===== src/rtl/core/leb_pkg.sv =====
// leb_pkg: shared types and constants for the line edit buffer
// no dependencies; imported by leb_decode and line_edit_buffer
`default_nettype none

package leb_pkg;

	localparam int unsigned CHAR_W        = 8;
	localparam int unsigned CFG_IDX_W     = 3;
	localparam int unsigned LINE_DEPTH_DF = 64;

	localparam logic [CHAR_W-1:0] NL_CODE    = 8'd10;
	localparam logic [CHAR_W-1:0] SPACE_CODE = 8'd32;

	// register indexes
	localparam logic [CFG_IDX_W-1:0] REG_ERASE     = 3'd0;
	localparam logic [CFG_IDX_W-1:0] REG_KILL_LINE = 3'd1;
	localparam logic [CFG_IDX_W-1:0] REG_PRINT     = 3'd2;
	localparam logic [CFG_IDX_W-1:0] REG_END       = 3'd3;
	localparam logic [CFG_IDX_W-1:0] REG_KILL_WORD = 3'd4;

	// register reset values
	localparam logic [CHAR_W-1:0] ERASE_RST     = 8'd35;
	localparam logic [CHAR_W-1:0] KILL_LINE_RST = 8'd92;
	localparam logic [CHAR_W-1:0] PRINT_RST     = 8'd42;
	localparam logic [CHAR_W-1:0] END_RST       = 8'd126;
	localparam logic [CHAR_W-1:0] KILL_WORD_RST = 8'd36;

	typedef logic [2:0] cmd_t;

	localparam cmd_t CMD_PLAIN     = 3'd0;
	localparam cmd_t CMD_END       = 3'd1;
	localparam cmd_t CMD_ERASE     = 3'd2;
	localparam cmd_t CMD_KILL_LINE = 3'd3;
	localparam cmd_t CMD_PRINT     = 3'd4;
	localparam cmd_t CMD_KILL_WORD = 3'd5;

	typedef struct packed {
		logic [CHAR_W-1:0] ch;
		logic              has_char;
		logic              eol;
	} item_t;

endpackage

`default_nettype wire


===== src/rtl/core/line_edit_buffer.sv =====
// line_edit_buffer: top level, line store in leb_ram, edit sequencer, output queue
// depends on leb_pkg, leb_ram, leb_decode
//
// channel   direction  signals                                 transfer
// in        request    in_valid, in_ready, in_char             valid & ready
// out       result     out_valid, out_ready, out_char,         valid & ready
//                      has_char, end_of_line
// cfg       write      cfg_we, cfg_index, cfg_data             cfg_we
//
// ordinary, erase and kill-line requests are accepted once the output queue has room
// print/end/full-store flush: reads each stored character in turn, paced by the
// single ram read port and the two-entry output queue; out_ready low stalls the walk
// kill-word: walks back from the last stored character, each ram read registered before the space check
// reset clears the fill count and queue; store contents stay undefined until written
`default_nettype none

module line_edit_buffer #(
	parameter int unsigned LINE_DEPTH = leb_pkg::LINE_DEPTH_DF
) (
	input  wire logic                          clk,
	input  wire logic                          arst_n,
	input  wire logic                          in_valid,
	output logic                               in_ready,
	input  wire logic [leb_pkg::CHAR_W-1:0]    in_char,
	output logic                               out_valid,
	input  wire logic                          out_ready,
	output logic      [leb_pkg::CHAR_W-1:0]    out_char,
	output logic                               has_char,
	output logic                               end_of_line,
	input  wire logic                          cfg_we,
	input  wire logic [leb_pkg::CFG_IDX_W-1:0] cfg_index,
	input  wire logic [leb_pkg::CHAR_W-1:0]    cfg_data
);

	import leb_pkg::*;

	localparam int unsigned CNT_W = $clog2(LINE_DEPTH + 1);
	localparam int unsigned IDX_W = $clog2(LINE_DEPTH);
	localparam logic [CNT_W-1:0] FULL = CNT_W'(LINE_DEPTH);

	localparam logic [1:0] ST_IDLE  = 2'd0;
	localparam logic [1:0] ST_FLUSH = 2'd1;
	localparam logic [1:0] ST_WORD  = 2'd2;

	logic [1:0]        state_q;
	logic [CNT_W-1:0]  cnt_q;
	logic [IDX_W-1:0]  rd_idx_q;
	logic              pend_q;
	logic [CHAR_W-1:0] pend_char_q;

	logic              rd_v_s1;
	logic              rd_eol_s1;
	logic              wk_v_s1;

	item_t             head_q;
	item_t             skid_q;
	logic              head_v_q;
	logic              skid_v_q;

	cmd_t              cmd;
	logic [CHAR_W-1:0] ch;
	logic [CHAR_W-1:0] rdata;

	logic              accept;
	logic              pop;
	logic [1:0]        occ;
	logic              can_issue;
	logic [CNT_W-1:0]  cnt_dec;
	logic              last_rd;

	logic              ram_we;
	logic [IDX_W-1:0]  ram_waddr;
	logic [CHAR_W-1:0] ram_wdata;
	logic              ram_re;
	logic [IDX_W-1:0]  ram_raddr;

	logic              push;
	item_t             push_item;

	leb_decode u_decode (
		.clk       (clk),
		.arst_n    (arst_n),
		.cfg_we    (cfg_we),
		.cfg_index (cfg_index),
		.cfg_data  (cfg_data),
		.in_char   (in_char),
		.cmd       (cmd),
		.ch        (ch)
	);

	leb_ram #(
		.WIDTH (CHAR_W),
		.DEPTH (LINE_DEPTH)
	) u_store (
		.clk   (clk),
		.we    (ram_we),
		.waddr (ram_waddr),
		.wdata (ram_wdata),
		.re    (ram_re),
		.raddr (ram_raddr),
		.rdata (rdata)
	);

	assign pop       = head_v_q && out_ready;
	assign occ       = {1'b0, head_v_q} + {1'b0, skid_v_q} + {1'b0, rd_v_s1};
	assign can_issue = occ <= (2'd1 + {1'b0, pop});
	assign cnt_dec   = cnt_q - 1'b1;
	assign last_rd   = (rd_idx_q == cnt_dec[IDX_W-1:0]);

	assign in_ready = (state_q == ST_IDLE) && !rd_v_s1 && can_issue;
	assign accept   = in_valid && in_ready;

	// store access and output queue push
	always_comb begin
		ram_we    = 1'b0;
		ram_waddr = cnt_q[IDX_W-1:0];
		ram_wdata = ch;
		ram_re    = 1'b0;
		ram_raddr = rd_idx_q;
		push      = rd_v_s1;
		push_item = '{ch: rdata, has_char: 1'b1, eol: rd_eol_s1};
		unique case (state_q)
			ST_IDLE: begin
				if (accept && cmd == CMD_PLAIN && cnt_q != FULL) begin
					ram_we = 1'b1;
				end
				if (accept && cmd == CMD_PRINT && cnt_q == '0) begin
					push      = 1'b1;
					push_item = '{ch: '0, has_char: 1'b0, eol: 1'b1};
				end
			end
			ST_FLUSH: begin
				ram_re = can_issue;
				if (can_issue && last_rd && pend_q) begin
					ram_we    = 1'b1;
					ram_waddr = '0;
					ram_wdata = pend_char_q;
				end
			end
			ST_WORD: begin
				ram_raddr = cnt_dec[IDX_W-1:0];
				ram_re    = (cnt_q != '0) && !(wk_v_s1 && rdata == SPACE_CODE);
			end
			default: ;
		endcase
	end

	always_ff @(posedge clk or negedge arst_n) begin
		if (!arst_n) begin
			state_q  <= ST_IDLE;
			cnt_q    <= '0;
			rd_idx_q <= '0;
			pend_q   <= 1'b0;
			rd_v_s1  <= 1'b0;
			wk_v_s1  <= 1'b0;
		end else begin
			rd_v_s1 <= (state_q == ST_FLUSH) && can_issue;
			wk_v_s1 <= (state_q == ST_WORD) && ram_re;
			unique case (state_q)
				ST_IDLE: begin
					if (accept) begin
						unique case (cmd)
							CMD_END, CMD_PRINT: begin
								if (cnt_q != '0) begin
									state_q  <= ST_FLUSH;
									rd_idx_q <= '0;
									pend_q   <= 1'b0;
								end
							end
							CMD_ERASE: begin
								if (cnt_q != '0) begin
									cnt_q <= cnt_dec;
								end
							end
							CMD_KILL_LINE: cnt_q <= '0;
							CMD_KILL_WORD: begin
								if (cnt_q != '0) begin
									state_q <= ST_WORD;
								end
							end
							CMD_PLAIN: begin
								if (cnt_q == FULL) begin
									state_q  <= ST_FLUSH;
									rd_idx_q <= '0;
									pend_q   <= 1'b1;
								end else begin
									cnt_q <= cnt_q + 1'b1;
								end
							end
							default: ;
						endcase
					end
				end
				ST_FLUSH: begin
					if (can_issue) begin
						if (last_rd) begin
							state_q <= ST_IDLE;
							cnt_q   <= {{(CNT_W-1){1'b0}}, pend_q};
						end else begin
							rd_idx_q <= rd_idx_q + 1'b1;
						end
					end
				end
				ST_WORD: begin
					if (ram_re) begin
						cnt_q <= cnt_dec;
					end else begin
						state_q <= ST_IDLE;
					end
				end
				default: state_q <= ST_IDLE;
			endcase
		end
	end

	always_ff @(posedge clk) begin
		if (accept) begin
			pend_char_q <= ch;
		end
		rd_eol_s1 <= last_rd;
	end

	// two-entry output queue
	always_ff @(posedge clk or negedge arst_n) begin
		if (!arst_n) begin
			head_v_q <= 1'b0;
			skid_v_q <= 1'b0;
		end else begin
			if (pop && skid_v_q) begin
				skid_v_q <= push;
			end else if (!head_v_q || pop) begin
				head_v_q <= push;
			end else if (push) begin
				skid_v_q <= 1'b1;
			end
		end
	end

	always_ff @(posedge clk) begin
		if (pop && skid_v_q) begin
			head_q <= skid_q;
			skid_q <= push_item;
		end else if (!head_v_q || pop) begin
			head_q <= push_item;
		end else if (push) begin
			skid_q <= push_item;
		end
	end

	assign out_valid   = head_v_q;
	assign out_char    = head_q.ch;
	assign has_char    = head_q.has_char;
	assign end_of_line = head_q.eol;

	a_cnt_range: assert property (@(posedge clk) disable iff (!arst_n)
		cnt_q <= FULL)
		else $error("fill count beyond store depth");

	a_queue_order: assert property (@(posedge clk) disable iff (!arst_n)
		skid_v_q |-> head_v_q)
		else $error("skid entry without head entry");

	a_no_overflow: assert property (@(posedge clk) disable iff (!arst_n)
		(head_v_q && skid_v_q && !out_ready) |-> !push)
		else $error("output queue overflow");

	a_one_read: assert property (@(posedge clk) disable iff (!arst_n)
		!(rd_v_s1 && wk_v_s1))
		else $error("flush and word reads in flight together");

	a_flush_done: assert property (@(posedge clk) disable iff (!arst_n)
		(state_q == ST_FLUSH && can_issue && last_rd) |=> (state_q == ST_IDLE && rd_v_s1))
		else $error("flush did not end after last read");

endmodule

`default_nettype wire


===== src/rtl/core/leb_ram.sv =====
// leb_ram: generic single write, single read synchronous ram
// registered read data; no package dependency
`default_nettype none

module leb_ram #(
	parameter int unsigned WIDTH = 8,
	parameter int unsigned DEPTH = 64
) (
	input  wire logic                     clk,
	input  wire logic                     we,
	input  wire logic [$clog2(DEPTH)-1:0] waddr,
	input  wire logic [WIDTH-1:0]         wdata,
	input  wire logic                     re,
	input  wire logic [$clog2(DEPTH)-1:0] raddr,
	output logic      [WIDTH-1:0]         rdata
);

	logic [WIDTH-1:0] mem [DEPTH];

	always_ff @(posedge clk) begin
		if (we) begin
			mem[waddr] <= wdata;
		end
		if (re) begin
			rdata <= mem[raddr];
		end
	end

endmodule

`default_nettype wire


===== src/rtl/core/leb_decode.sv =====
// leb_decode: control character registers and character classification
// depends on leb_pkg
`default_nettype none

module leb_decode (
	input  wire logic                              clk,
	input  wire logic                              arst_n,
	input  wire logic                              cfg_we,
	input  wire logic [leb_pkg::CFG_IDX_W-1:0]     cfg_index,
	input  wire logic [leb_pkg::CHAR_W-1:0]        cfg_data,
	input  wire logic [leb_pkg::CHAR_W-1:0]        in_char,
	output leb_pkg::cmd_t                          cmd,
	output logic      [leb_pkg::CHAR_W-1:0]        ch
);

	import leb_pkg::*;

	logic [CHAR_W-1:0] erase_q;
	logic [CHAR_W-1:0] kill_line_q;
	logic [CHAR_W-1:0] print_q;
	logic [CHAR_W-1:0] end_q;
	logic [CHAR_W-1:0] kill_word_q;

	always_ff @(posedge clk or negedge arst_n) begin
		if (!arst_n) begin
			erase_q     <= ERASE_RST;
			kill_line_q <= KILL_LINE_RST;
			print_q     <= PRINT_RST;
			end_q       <= END_RST;
			kill_word_q <= KILL_WORD_RST;
		end else if (cfg_we) begin
			unique case (cfg_index)
				REG_ERASE:     erase_q     <= cfg_data;
				REG_KILL_LINE: kill_line_q <= cfg_data;
				REG_PRINT:     print_q     <= cfg_data;
				REG_END:       end_q       <= cfg_data;
				REG_KILL_WORD: kill_word_q <= cfg_data;
				default: ;
			endcase
		end
	end

	// newline reads as space
	assign ch = (in_char == NL_CODE) ? SPACE_CODE : in_char;

	always_comb begin
		priority if (ch == end_q)       cmd = CMD_END;
		else if (ch == erase_q)         cmd = CMD_ERASE;
		else if (ch == kill_line_q)     cmd = CMD_KILL_LINE;
		else if (ch == print_q)         cmd = CMD_PRINT;
		else if (ch == kill_word_q)     cmd = CMD_KILL_WORD;
		else                            cmd = CMD_PLAIN;
	end

endmodule

`default_nettype wire

===== config.mk =====
export PLATFORM = sky130hd
export DESIGN_NAME = line_edit_buffer
export DESIGN_NICKNAME = d
export VERILOG_FILES = /design/src/rtl/core/leb_pkg.sv /design/src/rtl/core/line_edit_buffer.sv /design/src/rtl/core/leb_ram.sv /design/src/rtl/core/leb_decode.sv
export SDC_FILE = /design/constraint.sdc
export NUM_CORES = 1
export LEC_CHECK = 0
export ABC_AREA = 1
export BUFFER_PORTS_ARGS = -buffer_cell sky130_fd_sc_hd__buf_2
export CORE_MARGIN = 3
export CORE_UTILIZATION = 60
export DETAILED_ROUTE_END_ITERATION = 10
export HOLD_SLACK_MARGIN = 0.03
export PLACE_DENSITY_LB_ADDON = 0.15
export SLEW_MARGIN = 20
export SYNTH_ARGS = -nofsm -noshare
export SYNTH_HDL_FRONTEND = slang
export SYNTH_SLANG_ARGS = --single-unit

===== constraint.sdc =====
create_clock -name clk -period 7.49 [get_ports clk]
set_input_delay 1.1235 -clock clk [delete_from_list [all_inputs] [get_ports clk]]
set_output_delay 1.1235 -clock clk [all_outputs]
set_load 0.03 [all_outputs]

; ---- Word-level counts from Yosys, hierarchy flattened
; Memory sizes are Yosys's and may differ from the RTL's. A register that Yosys moved wholly into a read port is not among the register bits.
; Index checks and enable logic that the tools add are counted.
[word_totals]
ff_bits = 89
ramBits = 512
inputBits = 24
mem_count = 1
[classes]
add_sub_neg = 6
magnitude_cmp = 1
n_eq_ne = 38
n_mux = 56
bitwise = 1
n_reduce_logical = 41
[memory_table]
columns = memory, depth, width, read_ports, rd_clocked_by_memory_dff, wr, line
row1 = u_store.mem, 64, 8, 1, 1, 1, leb_ram.sv:18  ; logic [WIDTH-1:0] mem [DEPTH];
[ops]
columns = operator, count
row1 = 10-bit 2-to-1 mux, 7
row2 = 6-bit 2-to-1 mux, 8
row3 = 7-bit 2-to-1 mux, 6
row4 = 7-bit case mux with 3 select lines, 2
row5 = 8-bit == test, 5
row6 = 8-bit 2-to-1 mux, 3
row7 = 6-bit case mux with 2 select lines, 2
row8 = 2-bit inequality test (second input constant), 8
row9 = 8-bit AND reduction, 2
row10 = 1-bit logical AND, 15
row11 = 3-bit 2-to-1 mux, 5
row12 = 2-bit 2-to-1 mux, 7
row13 = 2-bit AND reduction, 7
row14 = 3-bit by 2-bit == test with 1-bit output (second input constant), 4
row15 = 3-bit inequality test (second input constant), 4
row16 = 2-bit case mux with 3 select lines, 2
row17 = 1-bit 2-to-1 mux, 11
row18 = 3-bit == test (second input constant), 3
row19 = 8-bit by 4-bit == test with 1-bit output (second input constant), 1
row20 = 8-bit by 6-bit == test with 1-bit output (second input constant), 1
row21 = 4-bit by 1-bit inequality test with 1-bit output (second input constant), 2
row22 = 2-bit nonzero test, 4
row23 = 7-bit by 1-bit adder with 7-bit output (second input constant), 1
row24 = 7-bit == test (second input constant), 1
row25 = 26 further kinds, 32

; ---- Depth between registers and ports, before layout
[logic_depth]
word_depth = 16
depth_mapped = 20
ltp_nobuf = 19

; ---- Modules after synthesis
; A second synthesis with hierarchy kept.
[unflattened]
hier_cells = 2555
hier_area_um2 = 27045.9
[by_module_without_submodules]
columns = mod, n_inst, cells_each, area_per_inst_um2
row1 = leb_ram, 1, 1805, 21419.3
row2 = line_edit_buffer, 1, 457, 3350.7
row3 = leb_decode, 1, 293, 2275.9

; ---- Worst setup path before layout
; Ideal clock, no wire load.
[synth_path]
kind = input -> register
start = input port out_ready
end = memory u_store.mem[0][0], data pin
t_arrival_ns = 4.804
slack_ns = 1.984
path_stages = 11
n_path_buf = 1
path_cell_list = nand2_1 > ha_1 > inv_1 > o21bai_1 > o21ai_0 > inv_1 > nor3_1 > nand2_1 > inv_1 > clkbuf_1 > o21ai_0
[synth_via]
elab_chain_len = 7
[synth_lines]
columns = item, line
row1 = start: declaration, line_edit_buffer.sv:26  ; input wire logic out_ready,
row2 = 1-bit logical AND, line_edit_buffer.sv:104  ; assign pop = head_v_q && out_ready;
row3 = 1-bit by 1-bit adder with 2-bit output, line_edit_buffer.sv:106  ; assign can_issue = occ <= (2'd1 + {1'b0, pop});
row4 = 2-bit less-or-equal comparator, line_edit_buffer.sv:106
row5 = 1-bit logical AND (2 in series), line_edit_buffer.sv:134  ; if (can_issue && last_rd && pend_q) begin
row6 = 8-bit 2-to-1 mux, line_edit_buffer.sv:134
row7 = 8-bit 2-to-1 mux, line_edit_buffer.sv:122  ; unique case (state_q)
row8 = via ram_wdata[0], line_edit_buffer.sv:73  ; logic [CHAR_W-1:0] ram_wdata;
row9 = end: declaration, leb_ram.sv:18
; The timed path passes the listed nets, and every way through them passes these cells.

; ---- Worst setup path in the final report
[layout_path]
start = register cnt_q[0]
end = memory u_store.mem[38][6] (enable)
[layout_via]
elab_chain_len = 8
[layout_lines]
columns = item, line
row1 = start: declaration, line_edit_buffer.sv:46  ; logic [CNT_W-1:0] cnt_q;
row2 = start signal: assignment, line_edit_buffer.sv:172  ; cnt_q <= cnt_dec;
row3 = start signal: assignment, line_edit_buffer.sv:187  ; cnt_q <= cnt_q + 1'b1;
row4 = start signal: assignment, line_edit_buffer.sv:198  ; cnt_q <= {{(CNT_W-1){1'b0}}, pend_q};
row5 = 7-bit by 1-bit subtractor with 7-bit output (*), line_edit_buffer.sv:107  ; assign cnt_dec = cnt_q - 1'b1;
row6 = 6-bit == test (*), line_edit_buffer.sv:108  ; assign last_rd = (rd_idx_q == cnt_dec[IDX_W-1:0]);
row7 = via last_rd, line_edit_buffer.sv:69  ; logic last_rd;
row8 = 1-bit logical AND (*) (2 in series), line_edit_buffer.sv:134
row9 = 1-bit 2-to-1 mux, line_edit_buffer.sv:134
row10 = 1-bit case mux with 2 select lines, line_edit_buffer.sv:122
row11 = 1-bit 2-to-1 mux, leb_ram.sv:21  ; if (we) begin
row12 = 1-bit 2-to-1 mux (not written as such), leb_ram.sv:22  ; mem[waddr] <= wdata;
; Mark *: on every way through the listed nets, which the timed path passes. The rest lies on a longest branch.

==> summary.md <==
| Metric | Value |
|---|---|
| Cell with the most instances after synthesis | `edfxtp_1` |
| Row count | `75` |
| DPL Wire Length | `36,500 um` |
| Via/cell ratio | `6.24` |
| H-tree level count | `2` |
| Antenna Cells | `0` |
| Largest cells by area after synthesis | `edfxtp_1 64%, o21ai_0 6.2%, nor2_1 5.7%, dfrtp_1 4.1%, nand2_1 3.6%` |
| Worst setup SP type | `flip-flop` |
| Post-synth top cells | `548 x edfxtp_1, 389 x nor2_1, 318 x o21ai_0, 250 x nand2_1, 135 x nand3_1` |
| Vias | `17,353` |
| Total CTS buffers | `59` |
| Final WS setup | `2.74 ns` |
| Initial DRC Count | `1,904` |
| Synthesized net count | `2,245` |
| Synth warnings | `0` |
| WP data arrival | `5.00 ns` |
| Post-synth top area cell | `edfxtp_1` |
| Die area | `45,400 sq um` |
| Critical Path RT | `7.74 ns` |
| Post-route insts no fill | `2,782` |
| Setup_tns | `0 ns` |
| Max VDD drop | `0.207 mV` |
| Async set-reset flop share out of synthesis | `0.0985` |
| Distinct cells, synth | `41` |
| Max Cap Viol | `0` |
| Commonest register cell after synthesis | `edfxtp_1` |
| Largest net degree at the start of global routing | `258` |
| Met2 WL | `28,800 um` |
| Hold buffers post-CTS | `0` |
| Crit Path Category | `flip-flop to flip-flop` |
| Post-synthesis sequential area ratio | `0.700` |
| Synthesized flop and latch total | `609` |
| Final setup violation count | `0` |
| Relative slew margins | `0.200` |
| Die Wd | `213 um` |
| WL final | `62,500 um` |
| Area delta synth->final | `10.0%` |
| Post-CTS sizing | `0` |
| Total iterations of the first detailed-routing run | `6` |
| Initial antenna violation count | `0` |
| Grt ovf | `0` |
| Layout Nets | `2,229` |
| Top cell type's share of synthesized area | `0.640` |
| Fill cells | `3,056` |
| # IOs | `36` |
| PD cells | `332 nW/um^2` |
| Final hold viol count | `0` |
| CTS tree | `yes` |
| Crit path capture type | `flip-flop` |
| Metal-1 WL | `25,800 um` |
| ANT nets after route | `0` |
| Worst-skew pair later-pin latency | `0.62 ns` |
| Global-route wire length before repair | `96,100 um` |
| Clk slew on worst S/H paths | `0.06 ns` |
| RSZ-0062 raised after global routing | `false` |
| Status | `completed` |
| Post-route DRC | `0` |
| Initial Util | `0.610` |
| Die Y | `213 um` |
| Mapped Cells | `2,211` |
| Hold Crit Class | `flip-flop to flip-flop` |
| Mapped cell area | `25,700 sq um` |
| Clock Sinks | `609` |
| Average cell area after synthesis | `11.6 sq um` |
| Clk_skew | `0.0209 ns` |
| CP max FO | `13` |
| Hold WS | `0.495 ns` |
| Fmax | `210 MHz` |
| Port Buffer Count | `35` |
| Routability congestion estimate | `0.899` |
| Number of global-route vias before repair | `16,784` |
| Lkg Pwr | `0.00971 uW` |
| Routed met3 length | `5510 um` |
| CTS Root Buffer Type | `clkbuf_16` |
| Share of layout cells above drive strength 1 | `0.0972` |
| Max-slew violation count | `0` |
| Final critical-path required period | `4.75 ns` |
| Placed cells | `2,673` |
| Top sig layer | `met4` |
| Fin crit share | `0.635` |
| Post-synth EDFFs | `548` |
| Placement Setup Slack | `2.42 ns` |
| Clock tree buffer depth | `3` |
| Worst-margin pin slew | `1.20 ns` |
| Total track usage | `0.279` |
| Routed len/inst | `22.5 um` |
| Postcts setup bufs | `0` |
| CORE AREA | `42,100 sq um` |
power breakdown:
| part | leakage (uW) | switching (uW) | internal, uW |
|---|---|---|---|
| combinational | 0.00308 | 1720 | 611 |
| clock | 0.000955 | 1230 | 1750 |
| sequential | 0.00567 | 115 | 3970 |
path summary, 6_finish.rpt:
| path | start | end | slack, ns | cells after the start |
|---|---|---|---|---|
| setup / recovery | cnt_q[0] | u_store.mem[38][6] | 2.74 | 11 |
| hold / removal | pend_q | pend_q | 0.50 | 2 |
| setup reg to reg | cnt_q[0] | u_store.mem[38][6] | 2.74 | 11 |
| hold reg to reg | pend_q | pend_q | 0.50 | 2 |
| max in group asynchronous | arst_n | wk_v_s1 | 6.29 | 2 |
| min in group asynchronous | arst_n | u_decode.kill_line_q[0] | 0.67 | 2 |
flip-flops by register name (all words and copies together), names as in the netlist, 2 cells and up:
name,flops
pend_char_q,8
u_decode.kill_line_q,8
cnt_q,7
state_q,2
skid_q,10
u_store.mem,512
u_decode.end_q,8
u_decode.print_q,8
out_char,8
u_decode.erase_q,8
u_store.rdata,8
u_decode.kill_word_q,8
rd_idx_q,6
worst max-delay path, cell delays in order (launching register included):
cell and delay, ns:
dfrtp_1 0.48, inv_1 0.22, ha_1 0.30, xnor2_1 0.31, nor2_1 0.07, nor3_1 0.18, o21ai_1 0.11, nor3_2 0.32
nand2_1 0.47, o21ai_2 0.43, nand3_1 0.73, nor2_1 0.77
area by class of cell:
class,count,area (sq um),area share
repair buffers,55,338,0.0119
well taps,539,674,0.0238
clock inverters,32,334,0.0118
clock buffers,77,1620,0.0572
flip-flops and latches,609,18000,0.636
inverters,100,380,0.0134
multi-input cells,1370,6950,0.246
per-stage QoR:
| step | area [sq um] | power, uW | util |
|---|---|---|---|
| after floorplan | 25700 | 5720 | - |
| after global placement | 26300 | 6400 | 0.625 |
| after detailed placement | 26300 | 6450 | 0.625 |
| after CTS | 28300 | 9400 | 0.671 |
| after global routing | 28300 | 9810 | 0.671 |
| final | 28300 | 9400 | 0.671 |
routing by layer:
| metal | track usage | up-vias |
|---|---|---|
| met2 | 0.436 | 856 |
| met5 | 0 | - |
| met1 | 0.394 | 8379 |
| li1 | - | 7960 |
| met4 | 0.110 | 0 |
| met3 | 0.0538 | 158 |
cell families after synthesis:
family	count (synthesis)	share of synthesized area
compound gates	511	0.119
xor+xnor	21	0.00715
fa+ha+maj	10	0.00516
buf+inv	232	0.0348
flops	609	0.700
simple gates	828	0.134
placed cells by master, fill, tap and decap left out, types with 42 or more instances in the layout:
master | Yosys | layout
edfxtp_1 | 548 | 548
o221ai_1 | 91 | 91
nand3_1 | 135 | 135
nand2_1 | 250 | 250
clkbuf_16 | 0 | 61
o21ai_0 | 318 | 311
inv_1 | 89 | 85
dfrtp_1 | 42 | 42
nor2_1 | 389 | 388
Note: power is estimated with default switching activity, not from simulation.
